## config.mk

```make
export PLATFORM = sky130hd
export DESIGN_NAME = cbe_regfile
export DESIGN_NICKNAME = d
export VERILOG_FILES = /design/src/design/cubic_bezier_point_eval_unit_macros.svh /design/src/design/cbe_pkg.sv /design/src/design/cbe_regfile.sv
export SDC_FILE = /design/constraint.sdc
export NUM_CORES = 1
export LEC_CHECK = 0
export ABC_AREA = 1
export BUFFER_PORTS_ARGS = -buffer_cell sky130_fd_sc_hd__buf_2
export CAP_MARGIN = 10
export CORE_MARGIN = 1.5
export CORE_UTILIZATION = 55
export DETAILED_ROUTE_END_ITERATION = 7
export GPL_ROUTABILITY_DRIVEN = 0
export PLACE_DENSITY = 0.79
export SLEW_MARGIN = 15
export SYNTH_ARGS = -nofsm -noshare
export SYNTH_HDL_FRONTEND = slang
export SYNTH_SLANG_ARGS = --single-unit
```

## constraint.sdc

```tcl
create_clock -name clk -period 17.3 [get_ports clk]
set_input_delay 3.46 -clock clk [delete_from_list [all_inputs] [get_ports clk]]
set_output_delay 3.46 -clock clk [all_outputs]
set_load 0.01 [all_outputs]
```

## src/design/cubic_bezier_point_eval_unit_macros.svh

```systemverilog
// Assertion macros shared by the cubic Bezier point evaluator.
`ifndef CUBIC_BEZIER_POINT_EVAL_UNIT_MACROS_SVH
`define CUBIC_BEZIER_POINT_EVAL_UNIT_MACROS_SVH

// Same-cycle implication, checked while out of reset.
`define CBE_ASSERT_IMP(label, ante, cons, msg) \
    label: assert property (@(posedge clk) disable iff (!rst_n) (ante) |-> (cons)) \
        else $error(msg);

// Next-cycle implication, checked while out of reset.
`define CBE_ASSERT_NXT(label, ante, cons, msg) \
    label: assert property (@(posedge clk) disable iff (!rst_n) (ante) |=> (cons)) \
        else $error(msg);

`endif

```

## src/design/cbe_pkg.sv

```systemverilog
// Package: widths, constants and shared types of the cubic Bezier evaluator.
`timescale 1ns / 1ps

package cbe_pkg;

    // Field widths
    localparam int COORD_W   = 16;
    localparam int PARAM_W   = 17;

    // Datapath widths per de Casteljau level
    localparam int Q_PROD_W  = COORD_W + PARAM_W;   // level 1 product domain
    localparam int Q_W       = 32;                  // level 1 result, < 2^32
    localparam int R_PROD_W  = Q_W + PARAM_W;       // level 2 product domain
    localparam int R_W       = 48;                  // level 2 result, < 2^48
    localparam int HALF_W    = R_W / 2;             // level 3 split point
    localparam int PP_PROD_W = HALF_W + PARAM_W;    // level 3 partial domain
    localparam int PP_W      = 40;                  // level 3 partials, < 2^40
    localparam int ACC_W     = PP_W + HALF_W;       // final 64-bit sum

    // t == 1.0 in Q1.16, rounding half for the 2^48 scale, bias flip
    localparam logic [PARAM_W-1:0] T_ONE      = 17'h1_0000;
    localparam logic [ACC_W-1:0]   ROUND_HALF = 64'h0000_8000_0000_0000;
    localparam logic [COORD_W-1:0] SIGN_FLIP  = 16'h8000;

    // Config port
    localparam int NUM_REGS   = 8;
    localparam int REG_IDX_W  = 3;
    localparam int APB_ADDR_W = 5;
    localparam int APB_DATA_W = 32;

    // Register indexes
    localparam logic [REG_IDX_W-1:0] REG_P0_X = 3'd0;
    localparam logic [REG_IDX_W-1:0] REG_P0_Y = 3'd1;
    localparam logic [REG_IDX_W-1:0] REG_P1_X = 3'd2;
    localparam logic [REG_IDX_W-1:0] REG_P1_Y = 3'd3;
    localparam logic [REG_IDX_W-1:0] REG_P2_X = 3'd4;
    localparam logic [REG_IDX_W-1:0] REG_P2_Y = 3'd5;
    localparam logic [REG_IDX_W-1:0] REG_P3_X = 3'd6;
    localparam logic [REG_IDX_W-1:0] REG_P3_Y = 3'd7;

    // Per-stage load strobes for the axis datapaths
    typedef struct packed {
        logic s2;
        logic s3;
        logic s4;
        logic s5;
    } cbe_load_t;

    // t and 1-t as seen by each multiply stage
    typedef struct packed {
        logic [PARAM_W-1:0] t1;
        logic [PARAM_W-1:0] u1;
        logic [PARAM_W-1:0] t2;
        logic [PARAM_W-1:0] u2;
        logic [PARAM_W-1:0] t3;
        logic [PARAM_W-1:0] u3;
    } cbe_weights_t;

    // Control points of one axis
    typedef struct packed {
        logic [COORD_W-1:0] c0;
        logic [COORD_W-1:0] c1;
        logic [COORD_W-1:0] c2;
        logic [COORD_W-1:0] c3;
    } cbe_ctrl_pts_t;

endpackage

```

## src/design/cbe_regfile.sv

```systemverilog
// Control point registers on the APB port, plus the registered bounding box.
`timescale 1ns / 1ps

module cbe_regfile
    import cbe_pkg::*;
(
    input  logic                         clk,
    input  logic                         rst_n,
    input  logic                         psel,
    input  logic                         penable,
    input  logic                         pwrite,
    input  logic [APB_ADDR_W-1:0]        paddr,
    input  logic [APB_DATA_W-1:0]        pwdata,
    output logic [APB_DATA_W-1:0]        prdata,
    output cbe_ctrl_pts_t                pts_x,
    output cbe_ctrl_pts_t                pts_y,
    output logic signed [COORD_W-1:0]    box_left,
    output logic signed [COORD_W-1:0]    box_top,
    output logic [COORD_W-1:0]           box_width,
    output logic [COORD_W-1:0]           box_height
);

    logic [COORD_W-1:0]   regs_reg [NUM_REGS];
    logic [REG_IDX_W-1:0] reg_idx;
    logic                 wr_en;

    logic signed [COORD_W-1:0] min_x, max_x, min_y, max_y;
    logic signed [COORD_W-1:0] box_left_reg, box_top_reg;
    logic [COORD_W-1:0]        box_width_reg, box_height_reg;

    // Smallest and largest of four signed coordinates
    function automatic logic signed [COORD_W-1:0] min4(input cbe_ctrl_pts_t p);
        logic signed [COORD_W-1:0] a;
        logic signed [COORD_W-1:0] b;
        a = ($signed(p.c0) < $signed(p.c1)) ? $signed(p.c0) : $signed(p.c1);
        b = ($signed(p.c2) < $signed(p.c3)) ? $signed(p.c2) : $signed(p.c3);
        return (a < b) ? a : b;
    endfunction

    function automatic logic signed [COORD_W-1:0] max4(input cbe_ctrl_pts_t p);
        logic signed [COORD_W-1:0] a;
        logic signed [COORD_W-1:0] b;
        a = ($signed(p.c0) > $signed(p.c1)) ? $signed(p.c0) : $signed(p.c1);
        b = ($signed(p.c2) > $signed(p.c3)) ? $signed(p.c2) : $signed(p.c3);
        return (a > b) ? a : b;
    endfunction

    // Word index from the byte address
    assign reg_idx = paddr[APB_ADDR_W-1:2];
    assign wr_en   = psel && penable && pwrite;

    // Register writes, low 16 bits kept
    always_ff @(posedge clk or negedge rst_n)
    begin
        if (!rst_n)
        begin
            regs_reg <= '{default: '0};
        end
        else if (wr_en)
        begin
            regs_reg[reg_idx] <= pwdata[COORD_W-1:0];
        end
    end

    // Readback, zero-extended
    assign prdata = {{(APB_DATA_W-COORD_W){1'b0}}, regs_reg[reg_idx]};

    assign pts_x = '{c0: regs_reg[REG_P0_X], c1: regs_reg[REG_P1_X],
                     c2: regs_reg[REG_P2_X], c3: regs_reg[REG_P3_X]};
    assign pts_y = '{c0: regs_reg[REG_P0_Y], c1: regs_reg[REG_P1_Y],
                     c2: regs_reg[REG_P2_Y], c3: regs_reg[REG_P3_Y]};

    // Bounding box of the control points
    always_comb
    begin
        min_x = min4(pts_x);
        max_x = max4(pts_x);
        min_y = min4(pts_y);
        max_y = max4(pts_y);
    end

    // Box is registered from the control point registers, so it trails a write
    always_ff @(posedge clk or negedge rst_n)
    begin
        if (!rst_n)
        begin
            box_left_reg   <= '0;
            box_top_reg    <= '0;
            box_width_reg  <= '0;
            box_height_reg <= '0;
        end
        else
        begin
            box_left_reg   <= min_x;
            box_top_reg    <= min_y;
            box_width_reg  <= COORD_W'(max_x - min_x);
            box_height_reg <= COORD_W'(max_y - min_y);
        end
    end

    assign box_left   = box_left_reg;
    assign box_top    = box_top_reg;
    assign box_width  = box_width_reg;
    assign box_height = box_height_reg;

endmodule

```

==> key figures <==
Outcome
  • Status: finished with violations
  • Failing checks: design-rule violations

Critical path
  • WS Path Type: in2out
  • Slowest CP cell: or4_1
  • Crit path arrival time: 5.24 ns
  • Worst Setup End Kind: output pin
  • Crit path largest cell delay: 0.68 ns
  • WP data required: 13.84 ns
  • CP Max Fanout: 15
  • Worst setup SP type: input port
  • CP cell instances: buf_2, inv_1, nor3_1, inv_1, o22ai_1, or4_1, buf_2

STA
  • Final period util: 50.3%
  • Max Clock Skew: 0.0137 ns
  • Fin. max-slew vios: 0
  • Final setup TNS: 0 ns
  • Final setup viols: 0
  • RSZ-0062 raised after global routing: no
  • Fin crit period: 8.70 ns
  • Fin. Hold Viols: 0
  • Least-Margin Pin Slew: 0.987 ns
  • Relative slew slack: 34.2%
  • Fmax: 0.115 GHz

Detailed routing
  • DRT Pass-1 Iters: 8
  • Vias: 14169
  • DRC: 222
  • Wire per inst: 20.9 µm
  • Initial DRC Count: 2293
  • Detail Route Antenna Nets: 0
  • Routed WL: 49000 µm
  • Vias per cell: 6.05

GRT
  • Tot GR Track Use: 37.7%
  • Number of global-route vias before repair: 12889
  • Largest net degree at the start of global routing: 125
  • First-pass GRT wire length: 73700 µm
  • Antenna violations before repair: 3
  • GRT Residual Overflow: 0

Clock network
  • TritonCTS clock tree: done
  • Worst skew pair latency: 0.45 ns
  • Hold_buf cts: 0
  • Clk buf depth: 2
  • H-tree levels: 4
  • Num CTS Buffers: 17
  • CTS clk-pin slew, worst paths: 0.08 ns
  • Post-CTS Setup Inserts: 0
  • CTS root buffer: clkbuf_16
  • PostCTS Resize Cnt: 0
  • Clock Sinks: 192

Layout
  • Most common cell after layout, fill and taps aside: nand2_1
  • Commonest cells after routing, fill and taps aside: 445 x nand2_1, 282 x o21ai_0, 230 x buf_2, 215 x inv_1, 192 x dfrtp_1
  • Layout area overhead: 14.0%
  • Share of layout cells above drive strength 1: 17.8%
  • Antenna diodes: 0
  • NumNets Final: 2204
  • Design Area, Final: 15700 µm²
  • Fillers: 2162

Floorplan
  • Die H: 161 µm
  • # rows: 57
  • Initial Util: 56.4%
  • Die area: 26100 µm²
  • Core area: 24500 µm²
  • IO Count: 266
  • Width of the die: 161 µm

Logic synthesis
  • Yosys cell types: 48
  • Avg Cell Area, Syn: 7.63 µm²
  • Synth Instances: 1808
  • Post-Syn Area: 13800 µm²
  • Ys async rst share: 100%
  • Main area contributors after synthesis: dfrtp_1 35%, ha_1 14%, nand2_1 12%
  • Cell taking the most area after synthesis: dfrtp_1
  • Synth top area share: 34.8%
  • Post-synth EDFFs: 0
  • Ys Warns: 0
  • Seq cells post-synth: 192
  • Register area share after synthesis: 34.8%
  • Ys flop type: dfrtp_1

Place
  • Detailed placement HPWL: 36900 µm
  • Dpl cell area: 15100 µm²
  • IO Port Bufs: 231

Hold path
  • Hold WC Path Type: reg2reg

Run
  • Max_cap viols: 0
-- cell usage after synthesis, types with 3 or more instances --
master / count
inv_2: 16
a211oi_1: 4
nor2_1: 53
o21ai_1: 13
nand2_1: 445
o21a_1: 5
ha_1: 156
xnor2_1: 6
xor2_1: 21
nand2_4: 4
dfrtp_1: 192
nor3_1: 12
a21oi_1: 90
nand3_2: 3
nand2_2: 26
a221oi_1: 23
o22ai_1: 20
nand4_1: 8
o2111ai_1: 10
buf_6: 3
buf_4: 16
clkbuf_1: 58
a22oi_1: 14
a31oi_1: 5
o21ai_2: 28
o21ai_0: 282
inv_1: 215
nand3b_1: 4
nand3_1: 43
o21bai_1: 5
a21boi_1: 3
-- critical path, delay by kind of cell --
kind | cells | cell delay, ns
buffers and inverters | 4 | 0.83
AOI/OAI and AO/OA | 1 | 0.16
and+or+nand+nor | 2 | 0.78
-- worst paths after layout --
check                                 startpoint                  endpoint  slack, ns  depth (start not counted)
max reg2reg                pts_y[15]$_DFFE_PN0P_  box_height[15]$_DFF_PN0_       9.66                         33
min in group asynchronous                  rst_n   box_height[1]$_DFF_PN0_       3.18                          1
min                         pts_y[1]$_DFFE_PN0P_      pts_y[1]$_DFFE_PN0P_       0.53                          2
max                                     paddr[2]                prdata[15]       8.60                          7
max in group asynchronous                  rst_n      pts_y[9]$_DFFE_PN0P_      12.64                          2
min reg2reg                 pts_y[1]$_DFFE_PN0P_      pts_y[1]$_DFFE_PN0P_       0.53                          2
-- metal layers --
layer / routed length [µm] / share of wire, % / GRT usage, %
met1: 18600 / 38 / 50.5
met2: 19800 / 40 / 53.3
met3: 7640 / 16 / 13.3
met4: 3000 / 6.1 / 20.2
met5: 0 / 0 / 0.568
-- kinds of logic after synthesis --
group | after synthesis | share of synthesized area [%]
DFF | 192 | 34.8
AOI/OAI and AO/OA | 511 | 21.2
buffers and inverters | 314 | 9.51
xor gates and xnor gates | 27 | 1.71
and+or+nand+nor | 605 | 18.3
adders and majority gates | 158 | 14.4
other | 1 | 0.0272
-- area by class of cell --
class	count	area (µm²)	share of cell area, %
well taps	324	405	2.58
inverters	232	878	5.58
flip-flops and latches	192	4800	30.5
clock buffers	17	425	2.70
repair buffers	244	1260	8.03
multi-input cells	1317	7740	49.2
clock inverters	15	214	1.36
-- metrics by stage --
stage | hold slack (ns) | setup WS (ns) | utilization (%) | cells
after detailed placement | 0.507 | 8.76 | 61.7 | 2309
after global placement | 0.492 | 8.80 | 61.7 | 2309
after floorplan | 0.536 | 9.14 | - | 1823
after CTS | 0.526 | 8.76 | 64.3 | 2341
after global routing | 0.536 | 8.55 | 64.3 | 2341
final | 0.531 | 8.60 | 64.3 | 2341
Power is not shown: default switching activity piles up to over one toggle a cycle in this logic, so the estimate is an artifact.
